## src/rtl/core/abds_pkg.sv

```systemverilog
package abds_pkg;

    localparam int COORD_BITS = 16;
    localparam int MAX_AXES   = 3;
    localparam int SQ_BITS    = 34;
    localparam int AXIS_BITS  = 2;
    localparam int REQ_BITS   = 3;

    localparam logic [REQ_BITS-1:0] REQ_CLEAR = 3'd0;
    localparam logic [REQ_BITS-1:0] REQ_BUILD = 3'd1;
    localparam logic [REQ_BITS-1:0] REQ_POINT = 3'd2;
    localparam logic [REQ_BITS-1:0] REQ_PRIM  = 3'd3;
    localparam logic [REQ_BITS-1:0] REQ_SPLIT = 3'd4;

    typedef logic signed [COORD_BITS-1:0] coord_t;
    // one bit wider: extents and bound sums
    typedef logic signed [COORD_BITS:0]   wide_t;

    localparam coord_t COORD_MAX = {1'b0, {(COORD_BITS-1){1'b1}}};
    localparam coord_t COORD_MIN = {1'b1, {(COORD_BITS-1){1'b0}}};

    typedef struct packed {
        logic [REQ_BITS-1:0] req_type;
        coord_t              px;
        coord_t              py;
        coord_t              pz;
        logic                last_vertex;
    } req_item_t;

    typedef struct packed {
        logic [SQ_BITS-1:0]   sq_dist;
        logic                 inside_res;
        logic [AXIS_BITS-1:0] split_axis;
        coord_t               split_center;
        logic                 goes_left;
    } res_item_t;

    typedef struct packed {
        logic                upd;
        logic [REQ_BITS-1:0] req;
        logic                last;
        logic                adv1;
        logic                adv2;
    } lane_ctl_t;

    typedef struct packed {
        wide_t                   extent;
        wide_t                   bsum;
        coord_t                  coord;
        logic                    outside;
        logic [2*COORD_BITS-1:0] sq;
    } lane_res_t;

endpackage

```

## src/rtl/core/abds_lane.sv

```systemverilog
module abds_lane (
    input  logic                 clk,
    input  logic                 rst_n,
    input  abds_pkg::lane_ctl_t  ctl,
    input  abds_pkg::coord_t     coord,
    output abds_pkg::lane_res_t  res
);

    localparam int CB = abds_pkg::COORD_BITS;

    abds_pkg::coord_t lo_reg, hi_reg, plo_reg, phi_reg;
    abds_pkg::coord_t lo_next, hi_next, plo_next, phi_next;

    abds_pkg::coord_t grow_lo, grow_hi, pgrow_lo, pgrow_hi;
    abds_pkg::coord_t box_lo, box_hi, a_lo, a_hi;
    logic             below, above, take_below;
    abds_pkg::wide_t  d_below, d_above;

    abds_pkg::wide_t   ext1_reg, ext1_next;
    abds_pkg::wide_t   sum1_reg, sum1_next;
    abds_pkg::coord_t  coord1_reg;
    logic              out1_reg, out1_next;
    logic [CB-1:0]     diff1_reg, diff1_next;
    logic [2*CB-1:0]   sq2_reg, sq2_next;

    always_comb
    begin
        grow_lo  = (coord < lo_reg)  ? coord : lo_reg;
        grow_hi  = (coord > hi_reg)  ? coord : hi_reg;
        pgrow_lo = (coord < plo_reg) ? coord : plo_reg;
        pgrow_hi = (coord > phi_reg) ? coord : phi_reg;

        lo_next  = lo_reg;
        hi_next  = hi_reg;
        plo_next = plo_reg;
        phi_next = phi_reg;
        if (ctl.upd)
        begin
            case (ctl.req)
                abds_pkg::REQ_CLEAR:
                begin
                    lo_next  = abds_pkg::COORD_MAX;
                    hi_next  = abds_pkg::COORD_MIN;
                    plo_next = abds_pkg::COORD_MAX;
                    phi_next = abds_pkg::COORD_MIN;
                end
                abds_pkg::REQ_BUILD:
                begin
                    lo_next = grow_lo;
                    hi_next = grow_hi;
                end
                abds_pkg::REQ_PRIM:
                begin
                    // last vertex reports and then empties the primitive box
                    plo_next = ctl.last ? abds_pkg::COORD_MAX : pgrow_lo;
                    phi_next = ctl.last ? abds_pkg::COORD_MIN : pgrow_hi;
                end
                default:
                begin
                end
            endcase
        end

        // box as seen after this item
        box_lo = (ctl.req == abds_pkg::REQ_BUILD) ? grow_lo : lo_reg;
        box_hi = (ctl.req == abds_pkg::REQ_BUILD) ? grow_hi : hi_reg;
        ext1_next = abds_pkg::wide_t'(box_hi) - abds_pkg::wide_t'(box_lo);
        sum1_next = abds_pkg::wide_t'(box_hi) + abds_pkg::wide_t'(box_lo);

        // probe interval: the point itself or the grown primitive box
        a_lo = (ctl.req == abds_pkg::REQ_PRIM) ? pgrow_lo : coord;
        a_hi = (ctl.req == abds_pkg::REQ_PRIM) ? pgrow_hi : coord;
        below = a_hi < lo_reg;
        above = a_lo > hi_reg;
        // empty box can make both true: point checks below first, primitive above first
        take_below = (ctl.req == abds_pkg::REQ_PRIM) ? (below && !above) : below;
        d_below = abds_pkg::wide_t'(lo_reg) - abds_pkg::wide_t'(a_hi);
        d_above = abds_pkg::wide_t'(a_lo) - abds_pkg::wide_t'(hi_reg);
        out1_next = below || above;
        if (take_below)
            diff1_next = d_below[CB-1:0];
        else if (above)
            diff1_next = d_above[CB-1:0];
        else
            diff1_next = '0;

        sq2_next = (2*CB)'(diff1_reg) * (2*CB)'(diff1_reg);
    end

    always_ff @(posedge clk or negedge rst_n)
    begin
        if (!rst_n)
        begin
            lo_reg  <= abds_pkg::COORD_MAX;
            hi_reg  <= abds_pkg::COORD_MIN;
            plo_reg <= abds_pkg::COORD_MAX;
            phi_reg <= abds_pkg::COORD_MIN;
        end
        else
        begin
            lo_reg  <= lo_next;
            hi_reg  <= hi_next;
            plo_reg <= plo_next;
            phi_reg <= phi_next;
        end
    end

    always_ff @(posedge clk)
    begin
        if (ctl.adv1)
        begin
            ext1_reg   <= ext1_next;
            sum1_reg   <= sum1_next;
            coord1_reg <= coord;
            out1_reg   <= out1_next;
            diff1_reg  <= diff1_next;
        end
        if (ctl.adv2)
            sq2_reg <= sq2_next;
    end

    assign res.extent  = ext1_reg;
    assign res.bsum    = sum1_reg;
    assign res.coord   = coord1_reg;
    assign res.outside = out1_reg;
    assign res.sq      = sq2_reg;

endmodule

```

## src/rtl/core/abds_merge.sv

```systemverilog
module abds_merge #(
    parameter int AXES = 3
) (
    input  logic                                 clk,
    input  logic [abds_pkg::REQ_BITS-1:0]        req1,
    input  logic                                 adv2,
    input  logic                                 adv3,
    input  abds_pkg::lane_res_t                  lanes [AXES],
    output abds_pkg::res_item_t                  item
);

    localparam int CB = abds_pkg::COORD_BITS;

    logic [abds_pkg::AXIS_BITS-1:0] best;
    abds_pkg::wide_t                best_ext;
    abds_pkg::wide_t                best_sum;
    abds_pkg::coord_t               best_coord;
    abds_pkg::wide_t                half;
    abds_pkg::coord_t               center;
    logic                           all_in;

    logic [abds_pkg::REQ_BITS-1:0]  req2_reg;
    logic [abds_pkg::AXIS_BITS-1:0] axis2_reg;
    abds_pkg::coord_t               center2_reg;
    logic                           left2_reg, inside2_reg;

    logic [abds_pkg::SQ_BITS-1:0]   acc;
    abds_pkg::res_item_t            item_next, item_reg;

    always_comb
    begin
        best       = '0;
        best_ext   = lanes[0].extent;
        best_sum   = lanes[0].bsum;
        best_coord = lanes[0].coord;
        all_in     = 1'b1;
        for (int a = 0; a < AXES; a++)
        begin
            // strict compare keeps the lowest axis on ties
            if (a > 0 && lanes[a].extent > best_ext)
            begin
                best       = abds_pkg::AXIS_BITS'(a);
                best_ext   = lanes[a].extent;
                best_sum   = lanes[a].bsum;
                best_coord = lanes[a].coord;
            end
            if (lanes[a].outside)
                all_in = 1'b0;
        end
        half   = best_sum >>> 1;
        center = half[CB-1:0];

        acc = '0;
        for (int a = 0; a < AXES; a++)
            acc = acc + abds_pkg::SQ_BITS'(lanes[a].sq);

        item_next = '0;
        case (req2_reg)
            abds_pkg::REQ_BUILD:
            begin
                item_next.split_axis   = axis2_reg;
                item_next.split_center = center2_reg;
            end
            abds_pkg::REQ_POINT:
            begin
                item_next.sq_dist    = acc;
                item_next.inside_res = inside2_reg;
            end
            abds_pkg::REQ_PRIM:
                item_next.sq_dist = acc;
            abds_pkg::REQ_SPLIT:
            begin
                item_next.split_axis   = axis2_reg;
                item_next.split_center = center2_reg;
                item_next.goes_left    = left2_reg;
            end
            default:
            begin
            end
        endcase
    end

    always_ff @(posedge clk)
    begin
        if (adv2)
        begin
            req2_reg    <= req1;
            axis2_reg   <= best;
            center2_reg <= center;
            left2_reg   <= best_coord < center;
            inside2_reg <= all_in;
        end
        if (adv3)
            item_reg <= item_next;
    end

    assign item = item_reg;

endmodule

```

## src/rtl/core/aabb_build_distance_split_top.sv

```systemverilog
// Channel | Valid     | Stall     | Payload             | Transfer when
// request | req_valid | req_stall | req_data (req_item) | req_valid && !req_stall
// result  | res_valid | res_stall | res_data (res_item) | res_valid && !res_stall
//
// One item per cycle sustained while res_stall is low. Three register stages: lane compare/subtract (loaded at
// the request transfer), per-lane 16x16 square with axis pick, sum and result select. res_valid rises
// once the item reaches the result register, and the result transfers while res_stall is low.
// Box state updates at the request transfer, so the next item sees it at once.
// Reset empties both boxes and drains the pipeline; no clearing pass.
// A stalled result backs up stage by stage; bubbles are absorbed before req_stall rises.
module aabb_build_distance_split_top #(
    parameter int AXES = 3
) (
    input  logic                clk,
    input  logic                rst_n,
    input  logic                req_valid,
    output logic                req_stall,
    input  abds_pkg::req_item_t req_data,
    output logic                res_valid,
    input  logic                res_stall,
    output abds_pkg::res_item_t res_data
);

    logic v1_reg, v2_reg, v3_reg;
    logic v1_next, v2_next, v3_next;
    logic rdy1, rdy2, rdy3;
    logic xfer, has_result;
    logic [abds_pkg::REQ_BITS-1:0] req1_reg;

    abds_pkg::lane_ctl_t ctl;
    abds_pkg::coord_t    lane_coord [AXES];
    abds_pkg::lane_res_t lane_out   [AXES];

    assign rdy3 = !v3_reg || !res_stall;
    assign rdy2 = !v2_reg || rdy3;
    assign rdy1 = !v1_reg || rdy2;
    assign req_stall = !rdy1;
    assign xfer = req_valid && rdy1;

    always_comb
    begin
        case (req_data.req_type)
            abds_pkg::REQ_POINT, abds_pkg::REQ_SPLIT:
                has_result = 1'b1;
            abds_pkg::REQ_BUILD, abds_pkg::REQ_PRIM:
                has_result = req_data.last_vertex;
            default:
                has_result = 1'b0;
        endcase

        v1_next = rdy1 ? (xfer && has_result) : v1_reg;
        v2_next = rdy2 ? v1_reg : v2_reg;
        v3_next = rdy3 ? v2_reg : v3_reg;

        ctl.upd  = xfer;
        ctl.req  = req_data.req_type;
        ctl.last = req_data.last_vertex;
        ctl.adv1 = rdy1;
        ctl.adv2 = rdy2;
    end

    always_ff @(posedge clk or negedge rst_n)
    begin
        if (!rst_n)
        begin
            v1_reg <= 1'b0;
            v2_reg <= 1'b0;
            v3_reg <= 1'b0;
        end
        else
        begin
            v1_reg <= v1_next;
            v2_reg <= v2_next;
            v3_reg <= v3_next;
        end
    end

    always_ff @(posedge clk)
    begin
        if (rdy1)
            req1_reg <= req_data.req_type;
    end

    for (genvar g = 0; g < AXES; g++)
    begin : g_lane
        if (g == 0)
        begin : g_x
            assign lane_coord[g] = req_data.px;
        end
        else if (g == 1)
        begin : g_y
            assign lane_coord[g] = req_data.py;
        end
        else
        begin : g_z
            assign lane_coord[g] = req_data.pz;
        end

        abds_lane u_lane (
            .clk   (clk),
            .rst_n (rst_n),
            .ctl   (ctl),
            .coord (lane_coord[g]),
            .res   (lane_out[g])
        );
    end

    abds_merge #(
        .AXES (AXES)
    ) u_merge (
        .clk   (clk),
        .req1  (req1_reg),
        .adv2  (rdy2),
        .adv3  (rdy3),
        .lanes (lane_out),
        .item  (res_data)
    );

    assign res_valid = v3_reg;

endmodule
```

## config.mk

```make
export PLATFORM = sky130hd
export DESIGN_NAME = aabb_build_distance_split_top
export DESIGN_NICKNAME = d
export VERILOG_FILES = /design/src/rtl/core/abds_pkg.sv /design/src/rtl/core/abds_lane.sv /design/src/rtl/core/abds_merge.sv /design/src/rtl/core/aabb_build_distance_split_top.sv
export SDC_FILE = /design/constraint.sdc
export NUM_CORES = 2
export LEC_CHECK = 0
export BUFFER_PORTS_ARGS = -buffer_cell sky130_fd_sc_hd__clkbuf_2
export CORE_ASPECT_RATIO = 1.4
export CORE_MARGIN = 2
export CORE_UTILIZATION = 38
export DETAILED_ROUTE_END_ITERATION = 7
export GPL_TIMING_DRIVEN = 0
export MAX_ROUTING_LAYER = met4
export SLEW_MARGIN = 20
export SYNTH_ARGS = -nofsm -noshare
export SYNTH_HDL_FRONTEND = slang
export SYNTH_SLANG_ARGS = --single-unit
```

## constraint.sdc

```tcl
create_clock -name clk -period 20.1 [get_ports clk]
set_input_delay 1.005 -clock clk [delete_from_list [all_inputs] [get_ports clk]]
set_output_delay 1.005 -clock clk [all_outputs]
set_load 0.05 [all_outputs]
```

Yosys cells after proc, flatten, opt, wreduce, memory -nomap -nowiden

Index checks and enable logic that the tools add are counted.

Word-level logic and storage cells: 178
Input port bits: 56
Register bits after elaboration: 572
Output and inout bits: 56

Add/subtract/negate cells: 14
Magnitude comparators: 21
Multiplexer cells: 59
Equal/unequal tests: 8
$mul: 3
Reduce and logical (&&, ||, !) cells: 29

Operator list:

| cell                 | number |
|---|---|
| $mux W16             | 38 |
| $pmux W16 S2         | 12 |
| $lt A16 B16 Y1       | 10 |
| $gt A16 B16 Y1       | 9 |
| $mul A16 B16 Y32     | 3 |
| $sub A16 B16 Y16     | 6 |
| $add A16 B16 Y17     | 3 |
| $mux W17             | 3 |
| $sub A16 B16 Y17     | 3 |
| $add A34 B32 Y34     | 1 |
| $gt A17 B17 Y1       | 2 |
| $add A32 B32 Y33     | 1 |
| $eq A3 B2 Y1 const B | 4 |
| $reduce_or A2 Y1     | 5 |
| $logic_not A1 Y1     | 8 |
| $eq A3 B1 Y1 const B | 2 |
| $eq A3 B3 Y1 const B | 2 |
| $logic_or A1 B1 Y1   | 6 |
| $logic_and A1 B1 Y1  | 5 |
| $mux W1              | 5 |
| $reduce_and A2 Y1    | 2 |
| $reduce_bool A2 Y1   | 2 |
| $logic_not A3 Y1     | 1 |
| $pmux W1 S2          | 1 |

Logic depth before layout (Yosys ltp)

Depth after elaboration: 8
Gate-level depth with buffers: 35
Depth with buffers taken out: 30

By module

From an unflattened synthesis, not the netlist that was laid out.

Cells, all modules: 6469
Area total of the unflattened synthesis: 63165.6 um^2

By module, submodules not included:

| module                        | seq. area each (um^2) | cells each | instances | area an instance (um^2) |
|---|---|---|---|---|
| abds_lane (g_lane[1].u_lane)  | 4554.4                | 2043       | 1         | 19351.1 |
| abds_lane (g_lane[0].u_lane)  | 4554.4                | 1862       | 1         | 18236.2 |
| abds_lane (g_lane[2].u_lane)  | 4554.4                | 1845       | 1         | 18232.5 |
| abds_merge                    | 2312.2                | 702        | 1         | 7105.6 |
| aabb_build_distance_split_top | 165.2                 | 17         | 1         | 240.2 |

Least setup slack after synthesis

No wires, ideal clock.

Path type: input -> output
Start: input res_stall
End: output req_stall
Data required time: 19.095 ns
Path buffers: 0
Data arrival time: 9.515 ns
Path slack: 9.580 ns
Cell stages on the path: 2
Path through: nand4_1 inv_1

Cells in the longest elaborated chain, start to end: 5

RTL lines:

| item               | line                                | text |
|---|---|---|
| start: declaration | aabb_build_distance_split_top.sv:20 | `input logic res_stall,` |
| $logic_not A1 Y1   | aabb_build_distance_split_top.sv:34 | `assign rdy3 = !v3_reg \|\| !res_stall;` |
| $logic_or A1 B1 Y1 | aabb_build_distance_split_top.sv:34 |  |
| $logic_or A1 B1 Y1 | aabb_build_distance_split_top.sv:35 | `assign rdy2 = !v2_reg \|\| rdy3;` |
| $logic_or A1 B1 Y1 | aabb_build_distance_split_top.sv:36 | `assign rdy1 = !v1_reg \|\| rdy2;` |
| $logic_not A1 Y1   | aabb_build_distance_split_top.sv:37 | `assign req_stall = !rdy1;` |
| end: declaration   | aabb_build_distance_split_top.sv:17 | `output logic req_stall,` |

No other way between the ends.

Final worst setup path

Start: register g_lane[0].u_lane.diff1_reg[10]
End: register g_lane[0].u_lane.sq2_reg[30] (data pin)

Cells in the longest elaborated chain, start to end: 1

RTL lines:

| item                              | line             | text |
|---|---|---|
| start: declaration                | abds_lane.sv:23  | `logic [CB-1:0] diff1_reg, diff1_next;` |
| start signal: assignment          | abds_lane.sv:116 | `diff1_reg <= diff1_next;` |
| $mul A16 B16 Y32                  | abds_lane.sv:87  | `sq2_next = (2*CB)'(diff1_reg) * (2*CB)'(diff1_reg);` |
| net g_lane[0].u_lane.sq2_next[30] | abds_lane.sv:24  | `logic [2*CB-1:0] sq2_reg, sq2_next;` |
| end signal: assignment            | abds_lane.sv:119 | `sq2_reg <= sq2_next;` |
| end: declaration                  | abds_lane.sv:24  |  |

The timed path passes the listed nets, and every way through them passes these cells.
A chain may end at the register's enable or synchronous reset.

==> metrics.yaml <==
grt_pass1_wl_um: 266300
synth-seq-area-share: 0.2664
avgSynthCellArea_sq_um: 9.834
portBuffers: 111
drv_cap: 0
worst_slew_pin_slew_ps: 1105
die_x_um: 341.5
hold_path.class: "input pin to asynchronous set/reset pin"
crit_top_cell: "fa_1"
cp_max_fo: 10
start_util: 0.3819
drc_errors: 0
async_flop_share: 0.3445
rows: 173
post_cts_resized: 0
nNetsFinal: 7714
grt_usage: 0.2189
drive_gt1_frac: 0.08818
period_share: 0.3869
cp_slowest_cell: "clkbuf_1"
final.setup.tns_ps: 0
synth_area_sq_um: 60590
area.growth.synth_to_final_pct: 9.676
startpoint_type: "register"
fmax_ghz: 0.1286
drt_iter0_drc: 2549
cts_made_buffers: 67
die_height_um: 476.5
endpoint_kind: "register"
maxSlewHeadroom: 0.2575
via_count: 45060
place.gp.congestion: 0.9313
wl_um: 173000
clk_latency_ps: 680
cts_root_buf: "clkbuf_16"
largest_register_ffs: 93
setup_viol: 0
grt_max_degree: 77
antenna_found_initial: 6
cts.path.max_buffers: 3
hpwl_um: 140900
synth_warnings: 0
htreeDepth: 3
synth_nets: 7510
viasPerCell: 5.286
fin_area_sq_um: 66460
status: "complete, no violations"
clock_skew_ps: 36.77
clk_pin_slew_ps: 70
period_needed_ps: 7777
gr-total-overflow: 0
cts_tree: "built"
first_pass_iters: 5
ys_types: 88
wl_per_cell_um: 20.29
io_pins: 112
antenna_left: 0
synth_seq_cells: 566
grt_pass1_vias: 46900
cts.sinks: 566
rsz0062_at_grt: "false"
crit_arrival_ps: 8180
synth-edff-count: 371
drv_slew: 0
postCtsSetupRepairBufs: 0
cpPeakStageDelay_ps: 580
core_area_sq_um: 158700
cts_hold_buf: 0
required_ps: 20510
hold_viol: 0
crit_type: "register to register"
ys.flop_type: "edfxtp_1"
syn-instance-count: 6162
design.die.area_sq_um: 162700
place_area_sq_um: 64180
[cell type report]
type,count,area (sq um)
diodes,5,12.51
plain buffers,160,644.4
clock buffers,83,1778
clock inverters,39,485.5
fillers,15420,92210
inverters,1095,4110
multi-input cells,4341,39730
flip-flops and latches,566,16140
well taps,2100,2628
repair buffers,135,927.1
[metrics by stage]
step                  util  hold WS (ps)  setup WS, ps  std cells
floorplan                -         400.3          9580       6162
global placement    0.4020         402.4          4369       8373
detailed placement  0.4045         406.1         12320       8397
CTS                 0.4188         264.9         12290       8519
global route        0.4189         294.6         11980       8524
finish              0.4189         284.9         12320       8524
[cell usage in the layout (no fill, tap or decap), types with 51 or more instances in the layout]
cell type	count
and2_1	175
a21oi_1	288
o21a_1	71
mux2_2	130
nand2_1	372
xnor2_1	207
edfxtp_1	371
inv_1	1059
nor3_1	69
ha_1	787
dfstp_2	96
a21o_1	156
o21ai_1	88
nand4_1	51
o21ai_0	106
clkbuf_16	68
nor2_1	296
clkbuf_2	110
xor2_1	91
clkbuf_1	148
a22o_1	90
dfrtp_1	99
fa_1	505
nor2b_1	66
nand2b_1	61
o22a_1	90
nand3_1	104
mux2i_1	109
[synthesized netlist by cell type (31+ instances only)]
master	number	area share
a21o_1	156	0.019
o21a_1	71	0.0088
nand3_1	105	0.0087
nand4_1	51	0.0053
mux2_2	130	0.024
fa_1	505	0.17
clkbuf_1	135	0.0084
nor3_1	70	0.0058
edfxtp_1	371	0.18
dfstp_2	96	0.042
xor2_1	91	0.013
o21ai_0	106	0.0088
nand2_1	373	0.023
o22a_1	90	0.013
inv_1	1059	0.066
a22o_1	90	0.013
mux2i_1	109	0.018
nand2b_1	61	0.0063
a211oi_1	33	0.0041
o21ai_1	88	0.0073
inv_2	35	0.0022
xnor2_1	207	0.030
nor2_1	299	0.019
o21bai_1	49	0.0061
and2_1	175	0.018
nor2b_1	66	0.0068
a21oi_1	288	0.024
ha_1	787	0.16
dfrtp_1	99	0.041
a31oi_1	31	0.0032
and3_1	34	0.0035
[per-layer routing]
metal / vias up / routed length, um / GRT usage
met4: 0 / 8966 / 0.1033
met5: - / 0 / -
met1: 22290 / 68850 / 0.2474
met3: 365 / 6484 / 0.02360
li1: 21360 / - / -
met2: 1049 / 88690 / 0.3849
[kinds of logic (layout without fill, tap and decap cells)]
logic type | after synthesis | count (layout) | share of synthesized area
other | 0 | 5 | 0
buffers and inverters | 1255 | 1512 | 0.07847
AO/OA/AOI/OAI | 1181 | 1181 | 0.1328
multiplexers | 248 | 248 | 0.04384
AND/OR/NAND/NOR | 1322 | 1322 | 0.1061
XOR/XNOR | 298 | 298 | 0.04307
flip-flops | 566 | 566 | 0.2664
adder cells (fa/ha/maj) | 1292 | 1292 | 0.3293
[path summary, 6_finish.rpt]
kind                                                 from                            to  slack [ps]  cells after the start
max in group asynchronous                           rst_n   g_lane[0].u_lane.plo_reg[7]       18530                      3
min                                                 rst_n   g_lane[1].u_lane.phi_reg[5]         280                      1
min in group clk                              req1_reg[0]           u_merge.req2_reg[0]         420                      0
max                        g_lane[0].u_lane.diff1_reg[10]  g_lane[0].u_lane.sq2_reg[30]       12320                     25
max reg2reg                g_lane[0].u_lane.diff1_reg[10]  g_lane[0].u_lane.sq2_reg[30]       12320                     25
min reg2reg                                   req1_reg[0]           u_merge.req2_reg[0]         420                      0
[critical path, delay by kind of cell, from the launching register on]
family / cells / cell delay [ps]
fa+ha+maj: 7 / 3320
compound gates: 7 / 1440
buf+inv: 7 / 1340
simple gates: 3 / 910
flops: 1 / 400
xor+xnor: 1 / 90
Power is left out: the tool's default activity adds up to more than one toggle a clock period on the data nets, which glitch-free logic cannot reach.
